<file path="src/rtl/ssf_pkg.sv">
`default_nettype none

package ssf_pkg;

  // Grid and supersampling geometry.
  localparam int GRID_SIZE       = 64;
  localparam int SUBSAMPLE_STEPS = 3;
  localparam int PTS             = SUBSAMPLE_STEPS + 1;
  localparam int PAIRS           = PTS * PTS;
  localparam int TOTAL           = PTS * PTS * PTS;

  // Field widths.
  localparam int IDX_W      = 6;
  localparam int VAL_W      = 18;
  localparam int CTR_W      = 16;
  localparam int RAD_W      = 34;
  localparam int FRAC_W     = 8;
  localparam int CNT_W      = $clog2(TOTAL + 1);
  localparam int CFG_IDX_W  = 3;
  localparam int CFG_DATA_W = 34;
  localparam int IN_W       = 40;
  localparam int OUT_W      = 32;

  // Distance arithmetic widths.
  localparam int MAX_POS = ((1 << IDX_W) - 1) * SUBSAMPLE_STEPS + SUBSAMPLE_STEPS;
  localparam int POS_W   = $clog2(MAX_POS + 1) + FRAC_W;
  localparam int ABS_W   = (POS_W > CTR_W) ? POS_W : CTR_W;
  localparam int DIF_W   = ABS_W + 1;
  localparam int SQ_W    = 2 * ABS_W;
  localparam int PAIR_W  = SQ_W + 1;
  localparam int TRI_W   = SQ_W + 2;
  localparam int CMP_W   = (TRI_W > RAD_W) ? TRI_W : RAD_W;

  // Blend arithmetic widths: signed value times signed (count + sign) factor.
  localparam int PROD_W = VAL_W + CNT_W + 1;
  localparam int U_W    = PROD_W - 1;
  localparam int DIV_SH = U_W;
  localparam logic [DIV_SH-1:0] DIV_MUL = DIV_SH'((64'd1 << DIV_SH) / TOTAL);

  // Pipeline depth.
  localparam int NSTAGE = 8;

  // Configuration register indexes.
  localparam logic [CFG_IDX_W-1:0] REG_SHAPE  = 3'd0;
  localparam logic [CFG_IDX_W-1:0] REG_CTR_X  = 3'd1;
  localparam logic [CFG_IDX_W-1:0] REG_CTR_Y  = 3'd2;
  localparam logic [CFG_IDX_W-1:0] REG_CTR_Z  = 3'd3;
  localparam logic [CFG_IDX_W-1:0] REG_RADIUS = 3'd4;
  localparam logic [CFG_IDX_W-1:0] REG_FILL   = 3'd5;

  localparam logic signed [VAL_W-1:0] FILL_RESET = 18'sd65536;
  localparam logic signed [VAL_W-1:0] VAL_MAX    = 18'sd131071;
  localparam logic signed [VAL_W-1:0] VAL_MIN    = -18'sd131072;

  typedef logic [ABS_W-1:0] abs_t;
  typedef logic [SQ_W-1:0]  sq_t;

  // Per-stage load enables, bit 0 is the first stage.
  typedef struct packed {
    logic [NSTAGE-1:0] ld;
  } pipe_ctrl_t;

  // Sideband that rides along with each request.
  typedef struct packed {
    logic [VAL_W-1:0] old;
    logic             inr;
  } side_t;

endpackage

`default_nettype wire

</file>
<file path="src/rtl/ssf_axis.sv">
`default_nettype none

module ssf_axis (
  input  wire logic                     clk,
  input  wire ssf_pkg::pipe_ctrl_t      ctrl,
  input  wire logic [ssf_pkg::IDX_W-1:0] idx,
  input  wire logic [ssf_pkg::CTR_W-1:0] ctr,
  output ssf_pkg::sq_t                  sq_o [ssf_pkg::PTS]
);

  logic [ssf_pkg::POS_W-1:0] base   [ssf_pkg::PTS];
  logic [ssf_pkg::POS_W-1:0] pos    [ssf_pkg::PTS];
  logic [ssf_pkg::DIF_W-1:0] ea     [ssf_pkg::PTS];
  logic [ssf_pkg::DIF_W-1:0] eb     [ssf_pkg::PTS];
  logic [ssf_pkg::DIF_W-1:0] dpos   [ssf_pkg::PTS];
  logic [ssf_pkg::DIF_W-1:0] dneg   [ssf_pkg::PTS];
  ssf_pkg::abs_t             abs_nxt [ssf_pkg::PTS];
  ssf_pkg::abs_t             abs_r   [ssf_pkg::PTS];
  ssf_pkg::sq_t              sq_nxt  [ssf_pkg::PTS];
  ssf_pkg::sq_t              sq_r    [ssf_pkg::PTS];

  // Sample position is (STEPS*idx + s) with the fraction bits appended.
  always_comb begin
    for (int s = 0; s < ssf_pkg::PTS; s++) begin
      base[s] = ssf_pkg::POS_W'(idx) * ssf_pkg::POS_W'(ssf_pkg::SUBSAMPLE_STEPS)
              + ssf_pkg::POS_W'(s);
      pos[s]  = base[s] << ssf_pkg::FRAC_W;
      ea[s]   = ssf_pkg::DIF_W'(pos[s]);
      eb[s]   = ssf_pkg::DIF_W'(ctr);
      dpos[s] = ea[s] - eb[s];
      dneg[s] = eb[s] - ea[s];
      abs_nxt[s] = (ea[s] < eb[s]) ? dneg[s][ssf_pkg::ABS_W-1:0]
                                   : dpos[s][ssf_pkg::ABS_W-1:0];
      sq_nxt[s]  = ssf_pkg::SQ_W'(abs_r[s]) * ssf_pkg::SQ_W'(abs_r[s]);
    end
  end

  always_ff @(posedge clk) begin
    if (ctrl.ld[0]) begin
      abs_r <= abs_nxt;
    end
    if (ctrl.ld[1]) begin
      sq_r <= sq_nxt;
    end
  end

  assign sq_o = sq_r;

endmodule

`default_nettype wire

</file>
<file path="config.mk">
export PLATFORM = sky130hd
export DESIGN_NAME = ssf_axis
export DESIGN_NICKNAME = d
export VERILOG_FILES = /design/src/rtl/ssf_pkg.sv /design/src/rtl/ssf_axis.sv
export SDC_FILE = /design/constraint.sdc
export NUM_CORES = 2
export LEC_CHECK = 0
export ABC_CLOCK_PERIOD_IN_PS = 7000
export BUFFER_PORTS_ARGS = -buffer_cell sky130_fd_sc_hd__buf_2
export CAP_MARGIN = 20
export CORE_MARGIN = 4
export CORE_UTILIZATION = 59
export CTS_BUF_LIST = sky130_fd_sc_hd__clkbuf_4 sky130_fd_sc_hd__clkbuf_8 sky130_fd_sc_hd__clkbuf_16
export CTS_CLUSTER_SIZE = 20
export DETAILED_ROUTE_END_ITERATION = 16
export GPL_TIMING_DRIVEN = 0
export PLACE_DENSITY = 0.8
export SLEW_MARGIN = 20
export SYNTH_ARGS = -nofsm -noshare
export SYNTH_HDL_FRONTEND = slang
export SYNTH_SLANG_ARGS = --single-unit
</file>
<file path="constraint.sdc">
create_clock -name clk -period 7 [get_ports clk]
set_input_delay 0.7 -clock clk [delete_from_list [all_inputs] [get_ports clk]]
set_output_delay 0.7 -clock clk [all_outputs]
set_load 0.02 [all_outputs]
</file>
==> impl_metrics.py <==
metrics = {
    "run_status": {
        "status": "completed",
    },
    "worst_setup_path": {
        "arrival_ns": 7.02,
        "worst-path-buf-inv": 6,
        "start_kind": "flip-flop",
        "crit_chain": "clkbuf_1 -> nand2_1 -> fa_1 -> inv_1 -> ha_1 -> a21o_1 -> fa_1 -> inv_1 -> fa_1 -> inv_1 -> fa_1 -> inv_1 -> fa_1 -> inv_1 -> ha_1 -> a21o_1 -> a21oi_1 -> o21ai_0 -> a41o_1 -> o21ba_2 -> a211o_1 -> a31o_2 -> a21oi_1 -> xnor2_1",
        "cp.required_ns": 7.25,
        "path_delay_family": "adder cells",
        "cpPeakStageDelay_ns": 0.57,
        "crit_fanout": 10,
        "crit_type": "reg -> reg",
        "worstSetupEndpointType": "flip-flop",
        "cpMaxStageDelayCell": "fa_1",
    },
    "synth": {
        "syn_inst": 3984,
        "synth_area_per_cell_um2": 9.50,
        "synth_compound_area_share_pct": 8.06,
        "ys_types": 69,
        "muxShareOfSynthArea_pct": 0.360,
        "yosys_register_bits": 182,
        "yosys.area_share.simple_pct": 10.1,
        "synth_area_leaders": "fa_1 (35%), ha_1 (16%), edfxtp_1 (14%)",
        "async_flop_share_pct": 0,
        "synth_xor_area_share_pct": 5.14,
        "netlist_area_um2": 37800,
        "synth-adder-area-share_pct": 50.2,
        "yosys.area.top_type": "fa_1",
        "ys_seq_area_share_pct": 14.4,
        "netlist.area_leader.share_pct": 34.7,
        "yosysWarnings": 0,
        "synth_top_family_by_area": "adder cells",
        "yosys_most_used_dff": "edfxtp_1",
        "synth-edff-count": 182,
    },
    "cts": {
        "cts_buffer_depth": 2,
        "cts_max_level": 4,
        "numCtsBuffers": 17,
        "clock_latency_ns": 0.51,
        "cts_tree": "built",
        "hold_buffers": 0,
        "cts_sinks": 182,
        "clkTransAtPathRegs_ns": 0.08,
        "cts_root_buf": "clkbuf_16",
    },
    "routing": {
        "drt_iter0_drc": 1794,
        "drc": 0,
        "antenna_left": 0,
        "first_pass_iters": 5,
        "vias": 27332,
        "wl_per_cell_um": 17.0,
        "routed_wl_mm": 85.5,
        "via_per_inst": 5.42,
    },
    "sta": {
        "maxSlewViolCount": 0,
        "final-hold-violation-count": 0,
        "max_slew.worst_pin.slew_ns": 1.01,
        "hold_slack_ns": 0.438,
        "skew_ns": 0.0149,
        "relSlewSlack_pct": 32.6,
        "layout_min_cycle_time_ns": 6.77,
        "setup_viol": 0,
        "setup-tns-final_ns": 0,
        "fin_ws_ns": 0.229,
        "fmax_ghz": 0.148,
        "finalCritPeriodShare_pct": 96.7,
    },
    "grt": {
        "grt_max_degree": 77,
        "grt_pass1_wl_mm": 141,
        "grt_pass1_vias": 28709,
        "antenna_found_initial": 16,
        "grt-ovfl-total": 0,
        "track_usage_pct": 26.0,
    },
    "finish": {
        "nFillCells": 5054,
        "final_util_pct": 64.3,
        "multi_input_area_um2": 28100,
        "drive_gt1_share_pct": 7.91,
        "fin_nets": 5328,
        "seqCellArea_um2": 5470,
        "syn_to_final_growth_pct": 7.62,
    },
    "floorplanning": {
        "dieArea_um2": 68200,
        "die_x_um": 261,
        "core_area_um2": 63300,
        "fp.dieH_um": 261,
        "ios": 159,
        "fp-row-count": 92,
        "floorplan.initialDensity_pct": 59.8,
    },
    "job": {
        "max-cap-violations": 0,
    },
    "placed_design": {
        "dp_hpwl_mm": 69.8,
        "io_buffers": 143,
        "gp_congestion": 0.957,
        "dp_slack_ns": -1.07,
    },
    "min_path": {
        "hold_class": "in -> reg",
    },
}
cell usage in the layout (no fill, tap or decap), types with 5 or more instances in the layout:
cell type  synthesis  layout
nand2_1          371     371
and2_1           149     149
edfxtp_1         182     182
clkbuf_16          0      17
o21bai_1          21      21
o21a_1             8       8
nand3_1           27      27
inv_1           1045    1045
a31o_2            11      11
o21ai_1            2       5
ha_1             469     469
a31oi_1           24      21
and3_1            19      19
or2_2             15      15
or3_1              6       6
o21ai_0           54      50
mux2i_1            8       8
o211ai_1           6       6
buf_4              8      41
nor2_1           128     127
a211oi_1          19      19
nand4_1           10      10
mux2_2             5       5
nor2b_1           28      28
a21oi_1          143     142
nand2b_1          22      22
diode_2            0       8
a21o_1           119     119
clkbuf_1          99      45
xnor2_1          159     159
a21boi_0           5       5
clkbuf_4           0      11
buf_2              7     149
xor2_1            63      63
inv_8              0       6
fa_1             655     655
o31ai_1            8       6
clkbuf_2           0      33
nor3_1            19      17
synth_stat cells, types with 5 or more instances:
cell,number
a2111oi_0,5
a211oi_1,19
a21boi_0,5
a21o_1,119
a21oi_1,143
a31o_2,11
a31oi_1,24
and2_1,149
and3_1,19
buf_2,7
buf_4,8
clkbuf_1,99
edfxtp_1,182
fa_1,655
ha_1,469
inv_1,1045
mux2_2,5
mux2i_1,8
nand2_1,371
nand2b_1,22
nand3_1,27
nand4_1,10
nor2_1,128
nor2b_1,28
nor3_1,19
o211ai_1,6
o21a_1,8
o21ai_0,54
o21bai_1,21
o31ai_1,8
or2_2,15
or3_1,6
xnor2_1,159
xor2_1,63
sequential cells by signal (all words and copies together) (netlist names):
register / cells
abs_r: 61
sq_o: 121
worst reg2reg max path, delay by kind of cell, from the launching register on:
family | cells | cell delay [ns]
adder cells (fa/ha/maj) | 7 | 3.11
AND/OR/NAND/NOR | 1 | 0.16
flip-flops | 1 | 0.49
buffers and inverters | 6 | 0.74
XOR/XNOR | 1 | 0.10
AO/OA/AOI/OAI | 9 | 1.96
final timing paths:
check                           startpoint         to  slack [ns]  depth (start not counted)
worst min register to register   abs_r[16]   sq_o[64]        0.65                          0
worst max register to register   abs_r[55]  sq_o[124]        0.23                         24
worst max-delay path             abs_r[55]  sq_o[124]        0.23                         24
worst min-delay path                ctr[0]  abs_r[16]        0.44                          1
kinds of logic after synthesis:
group | Yosys count
xor gates and xnor gates | 222
AOI/OAI and AO/OA | 464
and+or+nand+nor | 815
other | 1
DFF | 182
buffers and inverters | 1163
adders and majority gates | 1124
muxes | 13
what timing repair did:
action	CTS	global route
pin swaps	1	2
gates resized for setup	37	76
setup endpoints to repair	48	26
setup buffers	7	25
layout make-up:
type / instances / share of cell area [%]
diodes: 8 / 0.0492
flip-flops and latches: 182 / 13.4
repair buffers: 176 / 2.44
clock inverters: 15 / 0.452
plain buffers: 108 / 1.35
clock buffers: 17 / 1.04
well taps: 846 / 2.60
multi-input cells: 2642 / 69.0
inverters: 1046 / 9.65
metrics by stage:
step / cells / cell area [um2]
floorplan: 3987 / 37800
global placement: 4976 / 39600
detailed placement: 4977 / 39700
CTS: 5009 / 40400
global route: 5034 / 40700
finish: 5040 / 40700
routing by layer:
metal	GRT usage [%]	part of all wire, %	routed length (um)
met4	9.61	3.6	3040
met3	4.82	6.8	5840
met2	44.5	50	42700
met5	0	0.13	107
met1	33.3	40	33800
Power is left out: the tool's default activity adds up to more than one toggle a clock period on the data nets, which glitch-free logic cannot reach.
