`config.mk`:
```
export PLATFORM = sky130hd
export DESIGN_NAME = ssf_blend
export DESIGN_NICKNAME = d
export VERILOG_FILES = /design/src/rtl/ssf_pkg.sv /design/src/rtl/ssf_blend.sv
export SDC_FILE = /design/constraint.sdc
export NUM_CORES = 1
export LEC_CHECK = 0
export ABC_AREA = 1
export CAP_MARGIN = 10
export CORE_ASPECT_RATIO = 0.6
export CORE_MARGIN = 2
export CORE_UTILIZATION = 65
export DETAILED_ROUTE_END_ITERATION = 8
export DONT_BUFFER_PORTS = 1
export GPL_TIMING_DRIVEN = 0
export HOLD_SLACK_MARGIN = 0.05
export PLACE_DENSITY = 0.9
export SLEW_MARGIN = 10
export SYNTH_ARGS = -nofsm -noshare
export SYNTH_HDL_FRONTEND = slang
export SYNTH_SLANG_ARGS = --single-unit
```
`constraint.sdc`:
```
create_clock -name clk -period 9 [get_ports clk]
set_input_delay 2.7 -clock clk [delete_from_list [all_inputs] [get_ports clk]]
set_output_delay 2.7 -clock clk [all_outputs]
set_load 0.01 [all_outputs]
```
`src/rtl/ssf_pkg.sv`:
```
`default_nettype none

package ssf_pkg;

  // Grid and supersampling geometry.
  localparam int GRID_SIZE       = 64;
  localparam int SUBSAMPLE_STEPS = 3;
  localparam int PTS             = SUBSAMPLE_STEPS + 1;
  localparam int PAIRS           = PTS * PTS;
  localparam int TOTAL           = PTS * PTS * PTS;

  // Field widths.
  localparam int IDX_W      = 6;
  localparam int VAL_W      = 18;
  localparam int CTR_W      = 16;
  localparam int RAD_W      = 34;
  localparam int FRAC_W     = 8;
  localparam int CNT_W      = $clog2(TOTAL + 1);
  localparam int CFG_IDX_W  = 3;
  localparam int CFG_DATA_W = 34;
  localparam int IN_W       = 40;
  localparam int OUT_W      = 32;

  // Distance arithmetic widths.
  localparam int MAX_POS = ((1 << IDX_W) - 1) * SUBSAMPLE_STEPS + SUBSAMPLE_STEPS;
  localparam int POS_W   = $clog2(MAX_POS + 1) + FRAC_W;
  localparam int ABS_W   = (POS_W > CTR_W) ? POS_W : CTR_W;
  localparam int DIF_W   = ABS_W + 1;
  localparam int SQ_W    = 2 * ABS_W;
  localparam int PAIR_W  = SQ_W + 1;
  localparam int TRI_W   = SQ_W + 2;
  localparam int CMP_W   = (TRI_W > RAD_W) ? TRI_W : RAD_W;

  // Blend arithmetic widths: signed value times signed (count + sign) factor.
  localparam int PROD_W = VAL_W + CNT_W + 1;
  localparam int U_W    = PROD_W - 1;
  localparam int DIV_SH = U_W;
  localparam logic [DIV_SH-1:0] DIV_MUL = DIV_SH'((64'd1 << DIV_SH) / TOTAL);

  // Pipeline depth.
  localparam int NSTAGE = 8;

  // Configuration register indexes.
  localparam logic [CFG_IDX_W-1:0] REG_SHAPE  = 3'd0;
  localparam logic [CFG_IDX_W-1:0] REG_CTR_X  = 3'd1;
  localparam logic [CFG_IDX_W-1:0] REG_CTR_Y  = 3'd2;
  localparam logic [CFG_IDX_W-1:0] REG_CTR_Z  = 3'd3;
  localparam logic [CFG_IDX_W-1:0] REG_RADIUS = 3'd4;
  localparam logic [CFG_IDX_W-1:0] REG_FILL   = 3'd5;

  localparam logic signed [VAL_W-1:0] FILL_RESET = 18'sd65536;
  localparam logic signed [VAL_W-1:0] VAL_MAX    = 18'sd131071;
  localparam logic signed [VAL_W-1:0] VAL_MIN    = -18'sd131072;

  typedef logic [ABS_W-1:0] abs_t;
  typedef logic [SQ_W-1:0]  sq_t;

  // Per-stage load enables, bit 0 is the first stage.
  typedef struct packed {
    logic [NSTAGE-1:0] ld;
  } pipe_ctrl_t;

  // Sideband that rides along with each request.
  typedef struct packed {
    logic [VAL_W-1:0] old;
    logic             inr;
  } side_t;

endpackage

`default_nettype wire

```
`src/rtl/ssf_blend.sv`:
```
`default_nettype none

module ssf_blend (
  input  wire logic                               clk,
  input  wire ssf_pkg::pipe_ctrl_t                ctrl,
  input  wire logic [ssf_pkg::CNT_W-1:0]          k_in,
  input  wire logic signed [ssf_pkg::VAL_W-1:0]   old_mul,
  input  wire logic signed [ssf_pkg::VAL_W-1:0]   old_out,
  input  wire logic signed [ssf_pkg::VAL_W-1:0]   fill,
  output logic signed [ssf_pkg::VAL_W-1:0]        new_value,
  output logic [ssf_pkg::CNT_W-1:0]               coverage_count,
  output logic                                    touched
);

  localparam int MUL_W = ssf_pkg::U_W + ssf_pkg::DIV_SH;

  logic                                 pos_fill;
  logic signed [ssf_pkg::VAL_W-1:0]     sel;
  logic [ssf_pkg::CNT_W-1:0]            fac;
  logic signed [ssf_pkg::CNT_W:0]       fac_s;
  logic signed [ssf_pkg::PROD_W-1:0]    prod_nxt;
  logic signed [ssf_pkg::PROD_W-1:0]    prod_r;
  logic [ssf_pkg::CNT_W-1:0]            k6_r;

  logic                                 neg;
  logic [ssf_pkg::PROD_W-1:0]           mag;
  logic [ssf_pkg::U_W-1:0]              u_nxt;
  logic [MUL_W-1:0]                     mul;
  logic [ssf_pkg::U_W-1:0]              q0_nxt;
  logic [ssf_pkg::U_W-1:0]              u_r;
  logic [ssf_pkg::U_W-1:0]              q0_r;
  logic                                 neg_r;
  logic [ssf_pkg::CNT_W-1:0]            k7_r;

  logic [ssf_pkg::U_W-1:0]              qt;
  logic [ssf_pkg::U_W-1:0]              rem;
  logic [ssf_pkg::U_W-1:0]              q;
  logic signed [ssf_pkg::PROD_W-1:0]    qs;
  logic signed [ssf_pkg::VAL_W-1:0]     sat;
  logic signed [ssf_pkg::VAL_W-1:0]     new_nxt;
  logic signed [ssf_pkg::VAL_W-1:0]     new_r;
  logic [ssf_pkg::CNT_W-1:0]            cnt_r;
  logic                                 touched_r;

  // Paint scales the fill by the count, carving scales the old value by the rest.
  always_comb begin
    pos_fill = fill > $signed(ssf_pkg::VAL_W'(0));
    sel      = pos_fill ? fill : old_mul;
    fac      = pos_fill ? k_in : ssf_pkg::CNT_W'(ssf_pkg::TOTAL) - k_in;
    fac_s    = $signed({1'b0, fac});
    prod_nxt = ssf_pkg::PROD_W'(sel) * ssf_pkg::PROD_W'(fac_s);
  end

  // Floor division works on the one's complement for negative products, so the
  // quotient of the magnitude can be taken with a reciprocal multiply.
  always_comb begin
    neg    = prod_r[ssf_pkg::PROD_W-1];
    mag    = neg ? ~prod_r : prod_r;
    u_nxt  = mag[ssf_pkg::U_W-1:0];
    mul    = MUL_W'(u_nxt) * MUL_W'(ssf_pkg::DIV_MUL);
    q0_nxt = mul[MUL_W-1:ssf_pkg::DIV_SH];
  end

  // The reciprocal estimate is at most one low; one compare fixes it.
  always_comb begin
    qt  = ssf_pkg::U_W'(q0_r * ssf_pkg::U_W'(ssf_pkg::TOTAL));
    rem = u_r - qt;
    q   = (rem >= ssf_pkg::U_W'(ssf_pkg::TOTAL)) ? q0_r + ssf_pkg::U_W'(1) : q0_r;
    qs  = neg_r ? $signed(~{1'b0, q}) : $signed({1'b0, q});
    if (qs > ssf_pkg::PROD_W'(ssf_pkg::VAL_MAX)) begin
      sat = ssf_pkg::VAL_MAX;
    end else if (qs < ssf_pkg::PROD_W'(ssf_pkg::VAL_MIN)) begin
      sat = ssf_pkg::VAL_MIN;
    end else begin
      sat = qs[ssf_pkg::VAL_W-1:0];
    end
    new_nxt = (k7_r == '0) ? old_out : sat;
  end

  always_ff @(posedge clk) begin
    if (ctrl.ld[5]) begin
      prod_r <= prod_nxt;
      k6_r   <= k_in;
    end
    if (ctrl.ld[6]) begin
      u_r   <= u_nxt;
      q0_r  <= q0_nxt;
      neg_r <= neg;
      k7_r  <= k6_r;
    end
    if (ctrl.ld[7]) begin
      new_r     <= new_nxt;
      cnt_r     <= k7_r;
      touched_r <= k7_r != '0;
    end
  end

  assign new_value      = new_r;
  assign coverage_count = cnt_r;
  assign touched        = touched_r;

endmodule

`default_nettype wire

```
==> results.md <==
- Mapped Area: just over 8000 um^2
- Synth area leaders: edfxtp_1 (30%), fa_1 (23%), inv_1 (8.5%), ha_1 (8.0%), nor2_1 (8.0%)
- Synth Instances: roughly 890
- Layout Nets: around 1,100
- Post-synth top flop: edfxtp_1
- CTS max path bufs: 2
- Cell repeated most along the worst path: fa_1
- Status: complete, no violations
- Worst slew pin tran: about 1.2 ns
- PD cells: approximately 360 nW/um^2
- Adder-Cell Fraction of Synth Area: 0.315
- Cell with the most instances after synthesis: inv_1
- GRT Util Overall: 0.293
- Share of the synthesized area in the top cell type: 0.296
- Fin. Hold Viols: 0
- Crit path kind: primary input to flip-flop
- Uppermost routed layer: met4
- Largest family of logic cells by synthesized area: adder cells
- Synthesis-to-finish area growth: 6.06%
- Root Buffer Master: clkbuf_16
- Setup crit start kind: primary input
- Ys Warns: 0
- #FFs+latches synth: 80
- Critical Path RT: 9.05 ns
- CP bufs+invs: 6
- Maximum vdd drop: between 0.15 and 0.2 mV
- Xor-xnor portion of the synthesized cell area: 0.0486
- HP Class: flip-flop to flip-flop
- Routed Antenna Nets: 0
- Setup WS post-layout: roughly 0.34 ns
- Sequential-to-total area share from yosys stat: 0.296
- Top post-synthesis cells by count: inv_1 (184), nor2_1 (172), fa_1 (95)
- Slew Viols, Final: 0
- Initial antenna violation count: 0
- Max Fclk: 115 MHz
- H-Tree Depth: 3
- Async set-reset flop share out of synthesis: 0
- Total CTS buffers: 9
- Die height: between 90 and 100 um
- Drt pass-1 iters: 5
- CP Capture Type: flip-flop
- Crit path largest cell delay: between 0.5 and 0.6 ns
- Post-DP HPWL: roughly 15,000 um
- Number of global-route vias before repair: around 6,200
- Antenna fix cells: 0
- Clk_lat worst skew: ~0.33 ns
- Yosys top cell by area: edfxtp_1
- Setup TNS: 0 ns
- Netlist cell types: 39
- Io pins: 96
- Clk sinks: 80
- Mux contribution to synthesized area: 0.00864
- IO Port Bufs: 0
- Initial Util: 0.670
- GP Congestion: approximately 0.95
- Max Cap Violations: 0
- Crit-path max FO: 10
- First-pass GRT wire length: 30,500 um
- Cell Rows: 31
- Slowest stage cell, crit path: fa_1
- DRT Wirelength: about 19,000 um
- Pin count of the biggest net entering global routing: 28
- Met3 WL post-DR: between 2000 and 2500 um
- # DRC: 0
- Share of cells above drive strength 1: 0.0511
- Metal2 WL: slightly below 9000 um
- Post-Place Worst Slack: -0.0316 ns
- Syn_nets: ~1,100
- Min Tclk post-route: just under 9 ns
- Simple-gate share of the synthesized area: 0.161
- RSZ-0062 raised after global routing: false
- Finish-stage setup viols: 0
- Post-synthesis compound-gate area fraction: 0.0741
- Die width: 148 um
- Core Region: 12,100 um^2
- Met1 WL: 7380 um
- CTS tree: yes
- Final global-route overflow total: 0
- CP top delay family: adder cells
- Fin crit share: 0.963
- Total Power: 0.00307 W
- Syn Area/Cell: slightly above 9 um^2
- P_leak: about 4.0 nW
- Die ar.: 13,400 um^2
- Max_slew headroom: 0.172
- Worst Path Arrival: slightly below 9 ns
- Initial DRC Count: 776
- Routed vias/inst: 5.90
- Routed len/inst: 17.7 um
- Routed via count: between 6,000 and 7,000
- Cell Chain, Critical Path: clkinv_1, clkbuf_1, ha_1, or2_1, xor2_2, buf_2, nor2_1, fa_1, fa_1, fa_1, inv_1, fa_1, inv_1, ha_1, a21oi_1, inv_1, a21oi_1, o21ai_0, a211oi_1, o21ai_0, xor2_1
- Clk slew on worst S/H paths: 0.06 ns
- Final Skew: 0.00709 ns
- EDFF count, synth: 80
## where the power goes
part | internal [W] | leakage (nW) | switching (W)
sequential | 0.000681 | 0.778 | 0.0000812
combinational | 0.000702 | 3.13 | 0.00129
clock | 0.000182 | 0.123 | 0.000138
## area by class of cell
cell class	count	area, um^2
buffer	17	71.3
clock buffer	10	229
clock inverter	5	25.0
fill	853	3500
inverter	189	709
multi-input combinational	600	4960
sequential	80	2400
tap	165	206
## kinds of logic (layout without fill, tap and decap cells)
logic type	Yosys count	count (layout)
adder cells (fa/ha/maj)	147	147
AND/OR/NAND/NOR	299	299
multiplexers	7	7
buffers and inverters	206	221
flip-flops	80	80
AO/OA/AOI/OAI	102	102
XOR/XNOR	45	45
## timing repair
action / 4_1_cts / 5_1_grt
endpoints found under the hold margin: 0 / 0
endpoints found under the setup margin: 0 / 6
setup buffers: 0 / 0
gates resized for setup: 0 / 6
hold buffers: 0 / 0
## final timing paths
kind           start             to  slack [ns]  cells past startpoint
max reg2reg    neg_r  new_value[14]        6.15                      8
min reg2reg  k6_r[4]        k7_r[4]        0.42                      0
min          k6_r[4]        k7_r[4]        0.42                      0
max          k_in[0]     prod_r[20]        0.34                     21
## cells in the final DEF, fill, tap and decap left out, drive strengths merged, types with 16 or more instances in the layout
master,Yosys,layout
a21oi,45,45
xor2,36,36
inv,186,186
a211oi,19,19
nand2,84,84
fa,95,95
ha,52,52
o21ai,26,26
edfxtp,80,80
nor2,176,176
clkbuf,12,22
nand3,16,16
## registers in the layout, indices dropped and copies added (netlist names)
signal	flops
prod_r	20
u_r	19
new_value	18
coverage_count	7
k6_r	7
k7_r	7
neg_r	1
touched	1
## stage by stage
step | util | instance area [um^2] | hold WS [ns] | cells
2_1_floorplan | - | 8110 | 0.400 | 886
3_3_place_gp | 0.687 | 8310 | 0.403 | 1051
3_5_place_dp | 0.687 | 8310 | 0.406 | 1051
4_1_cts | 0.708 | 8570 | 0.419 | 1066
5_1_grt | 0.711 | 8600 | 0.427 | 1066
6_report | 0.711 | 8600 | 0.418 | 1066
## metal layers
| metal | GRT usage | vias to the layer above |
|---|---|---|
| met1 | 0.404 | 3051 |
| met3 | 0.0955 | 37 |
| li1 | - | 2809 |
| met5 | 0 | - |
| met4 | 0.0635 | 0 |
| met2 | 0.458 | 388 |
Power figures use the tool's default switching activity.
